File: config.mk
export PLATFORM = sky130hd
export DESIGN_NAME = bti_div_pipe
export DESIGN_NICKNAME = d
export VERILOG_FILES = /design/src/rtl/bti_div_cell.sv /design/src/rtl/bti_div_pipe.sv
export SDC_FILE = /design/constraint.sdc
export NUM_CORES = 1
export LEC_CHECK = 0
export ABC_AREA = 1
export BUFFER_PORTS_ARGS = -buffer_cell sky130_fd_sc_hd__buf_4
export CAP_MARGIN = 20
export CORE_MARGIN = 1.5
export CORE_UTILIZATION = 45
export CTS_BUF_LIST = sky130_fd_sc_hd__clkbuf_8 sky130_fd_sc_hd__clkbuf_16
export CTS_CLUSTER_DIAMETER = 150
export DETAILED_ROUTE_END_ITERATION = 10
export GPL_ROUTABILITY_DRIVEN = 0
export HOLD_SLACK_MARGIN = 0.03
export PLACE_DENSITY = 0.59
export RECOVER_POWER = 25
export SYNTH_ARGS = -nofsm -noshare
export SYNTH_HDL_FRONTEND = slang
export SYNTH_SLANG_ARGS = --single-unit
File: constraint.sdc
create_clock -name clk -period 3.2 [get_ports clk]
set_input_delay 0.64 -clock clk [delete_from_list [all_inputs] [get_ports clk]]
set_output_delay 0.64 -clock clk [all_outputs]
set_load 0.05 [all_outputs]
File: src/rtl/bti_div_cell.sv
// One restoring division step: shifts in one dividend bit and produces one quotient bit.
module bti_div_cell #(
  parameter int NB = 16,
  parameter int DB = 16,
  parameter int PW = 1
) (
  input  logic          clk,
  input  logic          rst_n,
  input  logic [DB-1:0] div,
  input  logic          in_v,
  input  logic [NB-1:0] in_rem,
  input  logic [NB-1:0] in_a,
  input  logic [PW-1:0] in_pay,
  output logic          out_v,
  output logic [NB-1:0] out_rem,
  output logic [NB-1:0] out_a,
  output logic [PW-1:0] out_pay
);

  logic          v_r;
  logic [NB-1:0] rem_r, rem_nxt;
  logic [NB-1:0] a_r, a_nxt;
  logic [PW-1:0] pay_r;
  logic [NB:0]   sh;
  logic [NB:0]   diff;
  logic          ge;

  // A zero divisor never subtracts, so the remainder collects the whole dividend.
  always_comb begin
    sh      = {in_rem, in_a[NB-1]};
    diff    = sh - (NB+1)'(div);
    ge      = (div != '0) && (sh >= (NB+1)'(div));
    rem_nxt = ge ? diff[NB-1:0] : sh[NB-1:0];
    a_nxt   = {in_a[NB-2:0], ge};
  end

  always_ff @(posedge clk) begin
    if (!rst_n) begin
      v_r <= 1'b0;
    end else begin
      v_r <= in_v;
    end
  end

  always_ff @(posedge clk) begin
    rem_r <= rem_nxt;
    a_r   <= a_nxt;
    pay_r <= in_pay;
  end

  assign out_v   = v_r;
  assign out_rem = rem_r;
  assign out_a   = a_r;
  assign out_pay = pay_r;

endmodule

File: src/rtl/bti_div_pipe.sv
// Chain of restoring division cells, one quotient bit per stage, with a carried payload.
module bti_div_pipe #(
  parameter int NB = 16,
  parameter int DB = 16,
  parameter int PW = 1
) (
  input  logic          clk,
  input  logic          rst_n,
  input  logic [DB-1:0] div,
  input  logic          in_v,
  input  logic [NB-1:0] in_a,
  input  logic [PW-1:0] in_pay,
  output logic          out_v,
  output logic [NB-1:0] out_q,
  output logic [NB-1:0] out_rem,
  output logic [PW-1:0] out_pay
);

  logic          v_c   [NB+1];
  logic [NB-1:0] rem_c [NB+1];
  logic [NB-1:0] a_c   [NB+1];
  logic [PW-1:0] pay_c [NB+1];

  assign v_c[0]   = in_v;
  assign rem_c[0] = '0;
  assign a_c[0]   = in_a;
  assign pay_c[0] = in_pay;

  for (genvar i = 0; i < NB; i++) begin : g_cell
    bti_div_cell #(.NB(NB), .DB(DB), .PW(PW)) u_cell (
      .clk     (clk),
      .rst_n   (rst_n),
      .div     (div),
      .in_v    (v_c[i]),
      .in_rem  (rem_c[i]),
      .in_a    (a_c[i]),
      .in_pay  (pay_c[i]),
      .out_v   (v_c[i+1]),
      .out_rem (rem_c[i+1]),
      .out_a   (a_c[i+1]),
      .out_pay (pay_c[i+1])
    );
  end

  assign out_v   = v_c[NB];
  assign out_q   = a_c[NB];
  assign out_rem = rem_c[NB];
  assign out_pay = pay_c[NB];

endmodule

Word-level counts from Yosys, hierarchy flattened
Index checks and enable logic that the tools add are counted.
{ "word_totals": {"regBits": 544} }
{ "op_classes": {"n_addsub": 16, "n_lt_le_gt_ge": 16, "muxes": 16, "n_reduce_logical": 17} }
{ "ops": {"columns": ["op", "n"], "rows": [
  ["greater-or-equal comparator 17 x 16 -> 1 bit", 15],
  ["two-way mux 16 bit", 15],
  ["subtractor 16 bit", 15],
  ["greater-or-equal comparator 1 x 16 -> 1 bit", 1],
  ["logical AND 1 bit", 16],
  ["nonzero test 16 bit", 1],
  ["subtractor 1 x 16 -> 16 bit", 1],
  ["two-way mux 1 bit", 1]
]} }

Longest topological paths before layout
{ "logic_depth": {"word_depth": 3, "mapped_depth": 15, "depth_no_buf": 13} }

Hierarchy
Synthesis repeated with hierarchy kept, for this count alone.
{ "hier_totals": {"hier_cells": 5169, "area_unflattened_um2": 33576.0} }
{ "by_module_without_submodules": {"columns": ["module", "n_inst", "cells_each", "area_per_inst_um2", "seq_area_each_um2"], "rows": [
  ["bti_div_cell", 16, 323, 2098.3, 680.7],
  ["bti_div_pipe", 1, 1, 3.8, 0.0]
]} }

Worst setup path after synthesis
OpenSTA, ideal clock, no wires.
{ "synth_timing": {"kind": "input to register", "start": "in div[10]", "end": "reg g_cell[11].u_cell.rem_r[13]", "setup_time_ps": 112, "t_arrival_ps": 2462, "required_ps": 3088, "path_slack_ps": 626, "stages": 14, "path_cell_list": "clkinv_1 ha_1 nand2_1 inv_1 nand2_1 nor2_1 nand2_1 nor2_1 nor2_1 nand2_2 nand2_4 buf_6 nand2_1 nand2_1"} }
{ "synth_via": {"elab_chain_len": 3, "elab_cells_between_ends": 5, "cone_classes": "1 x add/sub; 1 x order compare; 1 x mux; 2 x reduce/logical"} }
{ "synth_lines": {"columns": ["item", "line", "rtl"], "rows": [
  ["from (decl)", "bti_div_pipe.sv:9", "input logic [DB-1:0] div,"],
  ["greater-or-equal comparator 17 x 16 -> 1 bit or nonzero test 16 bit (tied branches)", "bti_div_cell.sv:32", "ge = (div != '0) && (sh >= (NB+1)'(div));"],
  ["logical AND 1 bit", "bti_div_cell.sv:32", null],
  ["two-way mux 16 bit (*)", "bti_div_cell.sv:33", "rem_nxt = ge ? diff[NB-1:0] : sh[NB-1:0];"],
  ["net g_cell[11].u_cell.rem_nxt[13]", "bti_div_cell.sv:21", "logic [NB-1:0] rem_r, rem_nxt;"],
  ["to (signal assigned)", "bti_div_cell.sv:46", "rem_r <= rem_nxt;"],
  ["to (decl)", "bti_div_cell.sv:21", null]
]} }
Mark *: on every way through the listed nets, which the timed path passes. The rest lies on a longest branch.
A chain may end at the register's enable or synchronous reset.

Final worst setup path
{ "layout_timing": {"start": "in div[14]", "end": "reg g_cell[6].u_cell.rem_r[7]"} }
{ "layout_via": {"elab_chain_len": 3, "elab_cells_between_ends": 4, "cone_classes": "1 x order compare; 1 x mux; 2 x reduce/logical"} }
{ "layout_lines": {"columns": ["item", "line"], "rows": [
  ["greater-or-equal comparator 17 x 16 -> 1 bit or nonzero test 16 bit (tied branches)", "bti_div_cell.sv:32"],
  ["logical AND 1 bit (*)", "bti_div_cell.sv:32"],
  ["two-way mux 16 bit (*)", "bti_div_cell.sv:33"],
  ["net g_cell[6].u_cell.rem_nxt[7]", "bti_div_cell.sv:21"],
  ["to (signal assigned)", "bti_div_cell.sv:46"],
  ["to (decl)", "bti_div_cell.sv:21"]
]} }
Marks and branches as above.

==> metrics.md <==
| Metric | Value |
|---|---|
| Status | complete, no violations |
| Die Y-Extent | 265 µm |
| CTS root buf | sky130_fd_sc_hd__clkbuf_16 |
| Area of the mapped netlist | 30,900 µm² |
| Std cell rows | 95 |
| Number of nets still failing antenna checks after routing | 0 |
| Number of levels in the clock H-tree | 2 |
| Internal power component | about 0.015 W |
| Area fraction in and, or, nand and nor cells after synthesis | 37.0% |
| Endpoint type of the worst setup path | flip-flop |
| Switching power summed over all nets | roughly 0.0090 W |
| Ratio of final minimum period to clock period | around 76% |
| Number of DRC violations after detailed routing | 0 |
| Slew of the pin with the lowest slew margin | 0.718 ns |
| HPWL Detailed | 61,100 µm |
| Most utilized layer in the global route result | met2 |
| CP max stage delay | 0.31 ns |
| Fin Hold WS | 0.140 ns |
| Overflow left after global routing | 0 |
| Worst Setup Slack post-DPL | 0.161 ns |
| Fin worst setup slack | roughly 0.77 ns |
| Setup Buffers After CTS | 0 |
| Insertion delay to the later sink of the worst-skew pair | 0.62 ns |
| Vias in the first global route | 25,500 |
| Cells after DPL | between 5,000 and 6,000 |
| Critical Path AT | 2.95 ns |
| Dominant combinational cell family by area after synthesis | simple AND/OR/NAND/NOR gates |
| Final routed wire length divided by cell count | 14.4 µm |
| Slew Viols, Final | 0 |
| Filler-free cell count of the finished design | around 5,700 |
| Proportion of synthesized area in mux cells | 0% |
| CTS max path bufs | 3 |
| Largest clock skew in the final design | between 0.02 and 0.025 ns |
| Detailed Route WL | 81,800 µm |
| Part of the Yosys area used for sequential elements | 35.3% |
| Static leakage | 19.8 nW |
| Commonest non-fill, non-tap cell in the layout | sky130_fd_sc_hd__nand2_1 |
| Placement-stage cell area | between 30,000 and 40,000 µm² |
| Share of total power in sequential cells | 34.4% |
| Number of buffer and inverter stages on the critical path | 6 |
| I/O Pins | 70 |
| Detail-routed via count per cell | 4.79 |
| Path type of the worst min-delay path | input port to flip-flop |
| Nets@finish | 5,037 |
| Final setup violation count | 0 |
| Clock sink total | 544 |
| Required time worst endpoint | 3.73 ns |
| Max-slew headroom | 52.0% |
| Worst Path Class, Setup | input port to flip-flop |
| Xor/xnor cell area share of the yosys netlist | ~2.7% |
| Number of distinct standard cells referenced by the synthesized netlist | 33 |
| Share of synthesized cell area in full adder, half adder and majority cells | 10.8% |
| Synthesis-to-finish area growth | 11.3% |
| Crit Path Max Fanout | 22 |
| Post-synthesis compound-gate area fraction | under 10% |
| Slowest library cell on the worst path | sky130_fd_sc_hd__ha_1 |
| Number of nets in the synthesized netlist | 4,957 |
| Most used cells in the layout excluding fill and tap cells | sky130_fd_sc_hd__nand2_1, sky130_fd_sc_hd__inv_1, sky130_fd_sc_hd__dfxtp_1 |
| Antenna Diode Count | 0 |
| Clock tree from TritonCTS | done |
| Global Route met1 Usage | just over 30% |
| Number of buffers inserted by hold repair at cts | 0 |
| Detailed-routing iteration count for the pre-antenna-repair pass | 6 |
| Critical path, cell by cell | buf_4, inv_1, buf_12, ha_1, a21oi_1, inv_1, nand2_1, nand3b_1, nand2_1, inv_1, nand2_2, buf_4, nand2_1, o21ai_1 |
| Full die area | between 70,000 and 80,000 µm² |
| Die extent in x | ~260 µm |
| Total clock buffers created by CTS | 59 |
| Antenna violations before repair | 0 |
| Core area | 67,500 µm² |
| Cell area after layout | 34,300 µm² |
| Global Route met3 Usage | 2.64% |
| Count of instances resized after the clock tree is built | 0 |
| Largest net degree at the start of global routing | 124 |
| Port buffer count | 69 |
| Clock transition at the register clock pins on the worst setup and hold paths after CTS | 0.07 ns |
| Starting DRC count in detailed routing | between 1,500 and 2,000 |
| Total routing usage reported by global routing | between 20% and 30% |
| Routing usage on met2 | 40.4% |
| Category of the worst setup path launch point | input port |
| Period minus WS final | 2.43 ns |
| Via count | 27,100 |
| Final number of hold-violating endpoints | 0 |
| Pwr dens | 695 nW/µm² |
| Global-route wire length before repair | 132,000 µm |
| Effective utilization at floorplan | 45.7% |
| Power share of the clock group | 29.6% |
| Maximum Capacitance Violations | 0 |
| Number of synthesized register bits | 544 |
| Mapped Cells | 4,664 |
| Count of yosys warnings during synthesis | 0 |
| Share of power burned in combinational logic | 36.0% |
| Setup TNS Final | 0 ns |
| Fraction of final layout cells with drive strength greater than 1 | a little over 5% |
| Dominant delay contributor by cell family on the critical path | buffers and inverters |
| Maximum clock rate | 412 MHz |
| Mean post-synth cell area | 6.61 µm² |
| Switching power as a share of total power | about 38% |
| Peak VDD IR | between 0.4 and 0.5 mV |
| RSZ-0062 raised after global routing | no |
final timing paths:
kind                           startpoint                     endpoint  slack, ns  cells past startpoint
max reg2reg  g_cell[5].u_cell.out_rem[13]  g_cell[6].u_cell.out_rem[7]       0.92                     11
min reg2reg     g_cell[8].u_cell.out_a[1]    g_cell[9].u_cell.out_a[2]       0.31                      0
min                              in_a[11]   g_cell[0].u_cell.out_a[12]       0.14                      1
max                               div[14]  g_cell[6].u_cell.out_rem[7]       0.77                     14
stage by stage:
step           total power (W)  utilization (%)
5_1_grt                 0.0257             50.9
2_1_floorplan           0.0149                -
6_report                0.0239             50.9
3_3_place_gp            0.0168             47.8
4_1_cts                 0.0241             50.9
3_5_place_dp            0.0169             47.8
power groups by stage:
stage | Sequential [W] | Clock, W | Combinational, W
3_5_place_dp | 0.00838 | 0 | 0.00851
3_3_place_gp | 0.00839 | 0 | 0.00843
4_1_cts | 0.00823 | 0.00730 | 0.00855
5_1_grt | 0.00829 | 0.00754 | 0.00983
6_report | 0.00821 | 0.00706 | 0.00858
2_1_floorplan | 0.00847 | 0 | 0.00644
layout make-up:
type                       instances  area (µm²)
multi-input combinational       3257       16500
clock buffer                      64        1550
clock inverter                    44         494
fill                            6989       33200
inverter                         781        2930
timing repair buffer             101         930
sequential                       544       10900
tap                              873        1090
synth_stat cells (all sizes together):
| master | count | share of area (%) |
|---|---|---|
| a21oi | 138 | 2.2 |
| and2 | 43 | 0.87 |
| and3 | 1 | 0.020 |
| buf | 79 | 1.9 |
| clkbuf | 3 | 0.036 |
| clkinv | 1 | 0.012 |
| dfxtp | 544 | 35 |
| fa | 15 | 0.97 |
| ha | 242 | 9.8 |
| inv | 780 | 9.5 |
| nand2 | 1897 | 24 |
| nand3 | 472 | 7.7 |
| nand3b | 5 | 0.12 |
| nand4 | 66 | 1.3 |
| nor2 | 233 | 2.9 |
| nor3 | 16 | 0.28 |
| nor4 | 1 | 0.020 |
| o211ai | 1 | 0.024 |
| o21a | 10 | 0.24 |
| o21ai | 17 | 0.28 |
| or2 | 5 | 0.10 |
| xnor2 | 24 | 0.68 |
| xor2 | 71 | 2.0 |
kinds of logic after synthesis:
family / after synthesis
compound gates: 166
xor+xnor: 95
fa+ha+maj: 257
buf+inv: 863
flops: 544
simple gates: 2739
state kept, by name, summed over array words and instances (netlist names):
name                   count
g_cell.u_cell.out_rem    256
g_cell.u_cell.out_pay     16
g_cell.u_cell.out_a      256
g_cell.u_cell.out_v       16
metal layers:
layer	up-vias	part of all wire, %
met2	476	46
li1	14500	-
met3	124	4.3
met4	0	2.6
met1	12000	47
met5	-	0
Power figures use the tool's default switching activity.
