--- src/rtl/bti_pkg.sv ---
// Shared types, register codes and lane helper for the block transpose index calculator.
package bti_pkg;

  localparam int LANE_BITS = 16;
  localparam int CFG_IDX_BITS = 3;
  localparam int CFG_DATA_BITS = 64;

  typedef enum logic [CFG_IDX_BITS-1:0] {
    CFG_LEVEL_COUNT = 3'd0,
    CFG_LEVEL_ROWS  = 3'd1,
    CFG_LEVEL_COLS  = 3'd2,
    CFG_TRANSPOSE   = 3'd3,
    CFG_IN_ROWS     = 3'd4,
    CFG_IN_COLS     = 3'd5,
    CFG_OUT_COLS    = 3'd6
  } cfg_reg_t;

  // Block sizes seen by one blocking level; zero sizes turn the level into a pass-through.
  typedef struct packed {
    logic [LANE_BITS-1:0] blk_rows;
    logic [LANE_BITS-1:0] blk_cols;
    logic [LANE_BITS-1:0] outer_cols;
  } bti_lvl_cfg_t;

  function automatic logic [LANE_BITS-1:0] lane_get(input logic [CFG_DATA_BITS-1:0] packed_val,
                                                    input logic [1:0] k);
    lane_get = packed_val[LANE_BITS*k +: LANE_BITS];
  endfunction

endpackage

--- src/rtl/bti_div_cell.sv ---
// One restoring division step: shifts in one dividend bit and produces one quotient bit.
module bti_div_cell #(
  parameter int NB = 16,
  parameter int DB = 16,
  parameter int PW = 1
) (
  input  logic          clk,
  input  logic          rst_n,
  input  logic [DB-1:0] div,
  input  logic          in_v,
  input  logic [NB-1:0] in_rem,
  input  logic [NB-1:0] in_a,
  input  logic [PW-1:0] in_pay,
  output logic          out_v,
  output logic [NB-1:0] out_rem,
  output logic [NB-1:0] out_a,
  output logic [PW-1:0] out_pay
);

  logic          v_r;
  logic [NB-1:0] rem_r, rem_nxt;
  logic [NB-1:0] a_r, a_nxt;
  logic [PW-1:0] pay_r;
  logic [NB:0]   sh;
  logic [NB:0]   diff;
  logic          ge;

  // A zero divisor never subtracts, so the remainder collects the whole dividend.
  always_comb begin
    sh      = {in_rem, in_a[NB-1]};
    diff    = sh - (NB+1)'(div);
    ge      = (div != '0) && (sh >= (NB+1)'(div));
    rem_nxt = ge ? diff[NB-1:0] : sh[NB-1:0];
    a_nxt   = {in_a[NB-2:0], ge};
  end

  always_ff @(posedge clk) begin
    if (!rst_n) begin
      v_r <= 1'b0;
    end else begin
      v_r <= in_v;
    end
  end

  always_ff @(posedge clk) begin
    rem_r <= rem_nxt;
    a_r   <= a_nxt;
    pay_r <= in_pay;
  end

  assign out_v   = v_r;
  assign out_rem = rem_r;
  assign out_a   = a_r;
  assign out_pay = pay_r;

endmodule

--- src/rtl/bti_div_pipe.sv ---
// Chain of restoring division cells, one quotient bit per stage, with a carried payload.
module bti_div_pipe #(
  parameter int NB = 16,
  parameter int DB = 16,
  parameter int PW = 1
) (
  input  logic          clk,
  input  logic          rst_n,
  input  logic [DB-1:0] div,
  input  logic          in_v,
  input  logic [NB-1:0] in_a,
  input  logic [PW-1:0] in_pay,
  output logic          out_v,
  output logic [NB-1:0] out_q,
  output logic [NB-1:0] out_rem,
  output logic [PW-1:0] out_pay
);

  logic          v_c   [NB+1];
  logic [NB-1:0] rem_c [NB+1];
  logic [NB-1:0] a_c   [NB+1];
  logic [PW-1:0] pay_c [NB+1];

  assign v_c[0]   = in_v;
  assign rem_c[0] = '0;
  assign a_c[0]   = in_a;
  assign pay_c[0] = in_pay;

  for (genvar i = 0; i < NB; i++) begin : g_cell
    bti_div_cell #(.NB(NB), .DB(DB), .PW(PW)) u_cell (
      .clk     (clk),
      .rst_n   (rst_n),
      .div     (div),
      .in_v    (v_c[i]),
      .in_rem  (rem_c[i]),
      .in_a    (a_c[i]),
      .in_pay  (pay_c[i]),
      .out_v   (v_c[i+1]),
      .out_rem (rem_c[i+1]),
      .out_a   (a_c[i+1]),
      .out_pay (pay_c[i+1])
    );
  end

  assign out_v   = v_c[NB];
  assign out_q   = a_c[NB];
  assign out_rem = rem_c[NB];
  assign out_pay = pay_c[NB];

endmodule

--- src/rtl/bti_level.sv ---
// One blocking level: splits row and column by block size and adds the block offset.
module bti_level #(
  parameter int D  = 16,
  parameter int NW = 35
) (
  input  logic                 clk,
  input  logic                 rst_n,
  input  bti_pkg::bti_lvl_cfg_t cfg,
  input  logic                 in_v,
  input  logic [D-1:0]         in_r,
  input  logic [D-1:0]         in_c,
  input  logic [NW-1:0]        in_n,
  output logic                 out_v,
  output logic [D-1:0]         out_r,
  output logic [D-1:0]         out_c,
  output logic [NW-1:0]        out_n
);

  localparam int PW1 = 2*D + NW;
  localparam int PW2 = 3*D + NW;

  logic [D-1:0]   br, bc, oc;
  logic           v1;
  logic [D-1:0]   rr;
  logic [PW1-1:0] pay1;
  logic           v2;
  logic [D-1:0]   rc;
  logic [PW2-1:0] pay2;
  logic [D-1:0]   r2, c2, rr2;
  logic [NW-1:0]  n2;

  logic           m_v_r;
  logic [2*D-1:0] m_t1_r, m_t2_r;
  logic [D-1:0]   m_rr_r, m_rc_r;
  logic [NW-1:0]  m_n_r;
  logic           a_v_r;
  logic [D-1:0]   a_r_r, a_c_r;
  logic [NW-1:0]  a_n_r, a_n_nxt;

  assign br = cfg.blk_rows[D-1:0];
  assign bc = cfg.blk_cols[D-1:0];
  assign oc = cfg.outer_cols[D-1:0];

  bti_div_pipe #(.NB(D), .DB(D), .PW(PW1)) u_div_row (
    .clk     (clk),
    .rst_n   (rst_n),
    .div     (br),
    .in_v    (in_v),
    .in_a    (in_r),
    .in_pay  ({in_r, in_c, in_n}),
    .out_v   (v1),
    .out_q   (),
    .out_rem (rr),
    .out_pay (pay1)
  );

  bti_div_pipe #(.NB(D), .DB(D), .PW(PW2)) u_div_col (
    .clk     (clk),
    .rst_n   (rst_n),
    .div     (bc),
    .in_v    (v1),
    .in_a    (pay1[NW +: D]),
    .in_pay  ({pay1, rr}),
    .out_v   (v2),
    .out_q   (),
    .out_rem (rc),
    .out_pay (pay2)
  );

  assign rr2 = pay2[D-1:0];
  assign n2  = pay2[D +: NW];
  assign c2  = pay2[D+NW +: D];
  assign r2  = pay2[2*D+NW +: D];

  // Whole blocks skipped: rows give (r - rr) * outer cols, columns give (c - rc) * block rows.
  always_ff @(posedge clk) begin
    if (!rst_n) begin
      m_v_r <= 1'b0;
      a_v_r <= 1'b0;
    end else begin
      m_v_r <= v2;
      a_v_r <= m_v_r;
    end
  end

  assign a_n_nxt = m_n_r + NW'(m_t1_r) + NW'(m_t2_r);

  always_ff @(posedge clk) begin
    m_t1_r <= (r2 - rr2) * oc;
    m_t2_r <= (c2 - rc) * br;
    m_rr_r <= rr2;
    m_rc_r <= rc;
    m_n_r  <= n2;
    a_r_r  <= m_rr_r;
    a_c_r  <= m_rc_r;
    a_n_r  <= a_n_nxt;
  end

  assign out_v = a_v_r;
  assign out_r = a_r_r;
  assign out_c = a_c_r;
  assign out_n = a_n_r;

endmodule

--- config.mk ---
export PLATFORM = sky130hd
export DESIGN_NAME = bti_level
export DESIGN_NICKNAME = d
export VERILOG_FILES = /design/src/rtl/bti_pkg.sv /design/src/rtl/bti_div_cell.sv /design/src/rtl/bti_div_pipe.sv /design/src/rtl/bti_level.sv
export SDC_FILE = /design/constraint.sdc
export NUM_CORES = 2
export LEC_CHECK = 0
export ABC_AREA = 1
export BUFFER_PORTS_ARGS = -buffer_cell sky130_fd_sc_hd__buf_2
export CAP_MARGIN = 5
export CORE_MARGIN = 2
export CORE_UTILIZATION = 35
export DETAILED_ROUTE_END_ITERATION = 16
export HOLD_SLACK_MARGIN = 0.12
export SETUP_SLACK_MARGIN = 0.15
export SLEW_MARGIN = 5
export SYNTH_ARGS = -nofsm -noshare
export SYNTH_HDL_FRONTEND = slang
export SYNTH_SLANG_ARGS = --single-unit
--- constraint.sdc ---
create_clock -name clk -period 7.35 [get_ports clk]
set_input_delay 0.735 -clock clk [delete_from_list [all_inputs] [get_ports clk]]
set_output_delay 0.735 -clock clk [all_outputs]
set_load 0.01 [all_outputs]
# ---- Yosys cells after proc, flatten, opt, wreduce, memory -nomap -nowiden
# Cells that the tools add are included.
dict set report word_totals {
  regBits 3624
  latchBits 0
  ram_bits 0
  mem_bits_ro 0
  inputBits 118
  output_inout_bits 68
  elab_cells 274
  mem_count 0
}
dict set report op_classes {
  add_sub_neg 36
  multipliers 2
  div_mod_pow 0
  n_lt_le_gt_ge 32
  eq_ne 0
  shifts 0
  n_mux 32
  n_bitwise 0
  reduce_logical 34
}
# cell count
set ops {}
lappend ops {{$ge 17x16->1} 30}
lappend ops {{$mux 16} 30}
lappend ops {{$sub 16x16->16} 30}
lappend ops {{$add 35x32->35} 2}
lappend ops {{$mul 17x17->32} 2}
lappend ops {{$sub 16x16->17} 2}
lappend ops {{$ge 1x16->1} 2}
lappend ops {{$logic_and 1x1->1} 32}
lappend ops {{$reduce_bool 16->1} 2}
lappend ops {{$sub 1x16->16} 2}
lappend ops {{$mux 1} 2}

# ---- Depth between registers and ports, before layout
dict set report depth {
  word_depth 3
  mapped_depth 36
}

# ---- By module
# A second synthesis with hierarchy kept.
dict set report unflattened {
  hier_cells 16218
  area_unflattened_um2 143796.7
}
# mod n_inst cells_per_inst area_each_um2 seq_area_each_um2
set by_module_without_submodules {}
lappend by_module_without_submodules {{bti_div_cell at u_div_col.g_cell[0].u_cell ...} 16 405 3739.8 2322.2}
lappend by_module_without_submodules {{bti_div_cell at u_div_row.g_cell[0].u_cell ...} 16 389 3419.5 2001.9}
lappend by_module_without_submodules {bti_level 1 3512 29239.3 4003.8}
lappend by_module_without_submodules {bti_div_pipe 2 1 3.8 0.0}

# ---- Worst setup path before layout
# OpenSTA, ideal clock, no wires.
dict set report synth_path {
  path_kind {register -> register}
  from {register u_div_col.g_cell[15].u_cell.pay_r[51]}
  to {register m_t2_r[30]}
  arrival_time_ps 6577
  required_time_ps 7237
  slack_ps 661
  stages_incl_launch_ff 30
  n_path_buf 2
  synth_period_minus_slack_ps 6689
  path_cell_list {dfxtp_1 > inv_1 > ha_1 > fa_1 > o21ai_1 > o21ai_2 > o21ai_4 > nand3_1 > nand2_1 > buf_2 > inv_1 > nand2_1 > fa_1 > inv_1 > fa_1 > clkbuf_1 > xnor2_1 > xor2_1 > fa_1 > fa_1 > inv_1 > fa_1 > inv_1 > ha_1 > a21oi_1 > o21ai_0 > a221oi_1 > nand3_1 > nand2_1 > nand2_1}
}
dict set report synth_between {
  elab_chain_len 2
}
# element line_no
set synth_lines {}
lappend synth_lines {{from (decl)} bti_div_cell.sv:23} ;# logic [PW-1:0] pay_r;
lappend synth_lines {{from (signal assigned)} bti_div_cell.sv:48} ;# pay_r <= in_pay;
lappend synth_lines {{$sub 16x16->17} bti_level.sv:90} ;# m_t2_r <= (c2 - rc) * br;
lappend synth_lines {{$mul 17x17->32} bti_level.sv:90}
lappend synth_lines {{to (signal assigned)} bti_level.sv:90}
lappend synth_lines {{to (decl)} bti_level.sv:33} ;# logic [2*D-1:0] m_t1_r, m_t2_r;
# No other way between the ends.
# A chain may end at the register's enable or synchronous reset.

# ---- Worst setup path in the final report
dict set report layout_path {
  from {register u_div_col.g_cell[15].u_cell.rem_r[10]}
  to {register m_t2_r[28]}
}
dict set report layout_between {
  elab_chain_len 2
}
# element line_no
set layout_lines {}
lappend layout_lines {{from (decl)} bti_div_cell.sv:21} ;# logic [NB-1:0] rem_r, rem_nxt;
lappend layout_lines {{from (signal assigned)} bti_div_cell.sv:46} ;# rem_r <= rem_nxt;
lappend layout_lines {{$sub 16x16->17} bti_level.sv:90}
lappend layout_lines {{$mul 17x17->32} bti_level.sv:90}
# No other way between the ends.

==> results.toml <==
[outcome]
status = "completed"

[sta]
drv_slew = 0
skew_ps = 44.1
fin_crit_sh_pct = 94.0
timing.slew.headroom_pct = 28.0
final_hold_viol_count = 0
tns_ps = 0
setup_viol = 0
max_freq_mhz = 145
rsz0062_at_grt = "yes"
worstMarginPinSlew_ps = 1080
finalCriticalPeriod_ps = 6910

[global_route]
antenna_found_initial = 29
grt_pass1_wl_um = 437000
track_usage_pct = 15.9
first_global_vias = 77600
grt_max_degree = 142
grt.overflow.total = 0

[setup_path]
r2r-end = "m_t2_r[28]"
ff2ff_setup_slack_ps = 440
cp_num_cells = 26
worstSetupPathType = "reg2reg"
crit_family = "adder cells"
slowest_delay_ps = 550
worst_ep_required_time_ps = 8190
endpoint = "m_t2_r[28]"
crit_slowest_cell = "fa_1"
reg2reg_from = "u_div_col.g_cell[15].u_cell.out_rem[10]"
cp_common_cell = "fa_1"
cp_max_fo = 10
cp.arrival_ps = 7750
start_kind = "register"
reg2reg_depth = 26
cp-startpoint = "u_div_col.g_cell[15].u_cell.out_rem[10]"
end_kind = "register"
worst-path-buf-inv = 6

[yosys]
syn_inst = 12400
synth_top_area_cell = "dfxtp_1"
synth_seq_cells = 3144
ys_seq_area_share_pct = 51.9
synth.most_common_cell = "dfxtp_1"
synth_top_area_share_pct = 51.9
syn_nets = 13900
synth_area_leaders = "dfxtp_1 (52%), fa_1 (9.7%), nand2_1 (8.6%), ha_1 (7.4%), inv_1 (4.7%)"
netlist_area_um2 = 121000
async_flop_share_pct = 0
syn_area_per_cell_um2 = 9.75
synth_commonest_cells = "dfxtp_1 (3144), nand2_1 (2795), inv_1 (1534)"
ys_types = 58
synth_ff_type = "dfxtp_1"
synth_warnings = 0
synth_edf_count = 0

[clock_network]
cts_tree = "yes"
cts_buffers = 327
cts_buffer_depth = 4
cts_num_sinks = 3144
h-tree-depth = 5
clkLatencyLatePin_ps = 910
clk_pin_slew_ps = 60
cts-root-buf = "clkbuf_16"

[min_path]
hold_depth = 2
hp-class = "in2reg"

[finish]
seq_area_um2 = 62900
final_net_count = 14300
n_fill_cell = 33800
drive_gt1_share_pct = 8.55
area_growth_pct = 15.1
multi_input_area_um2 = 51700

[placed_design]
place_congestion = 0.903
io_buffers = 185
dpl.hpwl_um = 208000

[die]
io_pins = 186
dieWidth_um = 593
fp.dieArea_um2 = 351000
core_area_um2 = 346000
start_util_pct = 35.1
fp-row-count = 216
die_h_um = 593

[detailed_routing]
first_pass_iters = 7
antenna_left = 0
via_count = 79400
wl_per_cell_um = 15.9
avgViaCountPerCell = 4.47
first_iter_violations = 4846
routed_wl_um = 283000
drc_errors = 0

[job]
drv_cap = 0
## layout make-up
cell class | instances | area share (%)
Sequential cell | 3144 | 45.1
Antenna cell | 13 | 0.0233
Clock buffer | 453 | 6.70
Timing Repair Buffer | 353 | 1.71
Inverter | 1564 | 4.22
Multi-Input combinational cell | 7538 | 37.0
Tap cell | 4578 | 4.10
Clock inverter | 134 | 1.16
## layout by cell type, fill, tap and decap left out, types with 89 or more instances in the layout
cell type / instances
nand3b_1: 128
fa_1: 583
nand3_2: 107
a21oi_1: 393
buf_2: 185
buf_4: 98
nand2_1: 2773
ha_1: 699
a21o_1: 93
nand3_1: 794
xor2_1: 324
nor2_1: 728
a31oi_1: 89
nand4_1: 108
clkbuf_16: 332
inv_1: 1531
dfxtp_1: 3144
o21ai_0: 176
## registers in the layout, summed over array words and instances, names as in the netlist
signal / count
u_div_col.g_cell.u_cell.out_pay: 1328
u_div_row.g_cell.u_cell.out_pay: 1072
u_div_col.g_cell.u_cell.out_rem: 256
u_div_row.g_cell.u_cell.out_rem: 256
m_n_r: 35
out_n: 35
m_t1_r: 32
m_t2_r: 32
m_rc_r: 16
m_rr_r: 16
out_c: 16
out_r: 16
u_div_col.g_cell.u_cell.out_v: 16
u_div_row.g_cell.u_cell.out_v: 16
m_v_r: 1
out_v: 1
## per-layer routing
layer / global-route usage, % / part of all wire [%] / up-vias
met1: 21.7 / 47 / 36600
met4: 6.13 / 3.6 / 8
met5: 0 / 0.024 / -
met3: 3.29 / 6.3 / 537
li1: - / - / 40400
met2: 24.7 / 43 / 1951
## stage by stage
| step | instance area, um2 | hold slack (ps) | setup WS [ps] | instances | utilization, % |
|---|---|---|---|---|---|
| after global routing | 140000 | 219 | 131 | 17800 | 40.4 |
| final | 140000 | 255 | 438 | 17800 | 40.4 |
| after CTS | 139000 | 167 | 185 | 17800 | 40.3 |
| after floorplan | 121000 | 310 | 661 | 12400 | - |
| after detailed placement | 127000 | 312 | 92.7 | 17100 | 36.9 |
| after global placement | 127000 | 310 | 182 | 17100 | 36.9 |
## worst min path at each step
stage,from,to,slack (ps)
CTS,cfg[19],u_div_col.g_cell[0].u_cell.out_rem[15],170
global placement,u_div_col.g_cell[5].u_cell.out_pay[26],u_div_col.g_cell[6].u_cell.out_pay[26],310
finish,cfg[19],u_div_col.g_cell[0].u_cell.out_rem[15],260
floorplan,u_div_col.g_cell[15].u_cell.out_pay[16],m_n_r[0],310
global route,cfg[19],u_div_col.g_cell[0].u_cell.out_rem[9],220
detailed placement,u_div_row.g_cell[6].u_cell.out_pay[5],u_div_row.g_cell[7].u_cell.out_pay[5],310
## worst register-to-register path, cell delays in order (launching register included)
cell and delay [ps]:
dfxtp_1 330, inv_1 50, ha_1 440, nand2_1 140, o21ai_0 400, a21oi_1 200
nand2_1 130, nand2_2 130, nand2_1 290, nor2_1 100, fa_1 520, inv_1 60
fa_1 490, fa_1 520, inv_1 50, fa_1 480, fa_1 550, inv_1 50
fa_1 530, inv_1 40, ha_2 390, nand2_1 120, nor4_1 290, buf_4 170
nand3_1 70, nand3_1 150, xor2_1 170
## kinds of logic (layout without fill, tap and decap cells)
family | after synthesis | count (layout) | synth area share, %
AO/OA/AOI/OAI | 987 | 987 | 4.80
XOR/XNOR | 418 | 418 | 3.05
adder cells (fa/ha/maj) | 1301 | 1301 | 17.1
buffers and inverters | 1754 | 2504 | 5.83
flip-flops | 3144 | 3144 | 51.9
other | 0 | 13 | 0
AND/OR/NAND/NOR | 4832 | 4832 | 17.4
## repair_timing
| item | in CTS | in global routing |
|---|---|---|
| hold buffers | 68 | 0 |
| pin swaps | 0 | 8 |
| endpoints found under the hold margin | 68 | 0 |
| resized for setup | 1 | 115 |
| setup buffers | 0 | 10 |
| setup endpoints to repair | 2 | 34 |
Power is not shown: default switching activity piles up to over one toggle a cycle in this logic, so the estimate is an artifact.
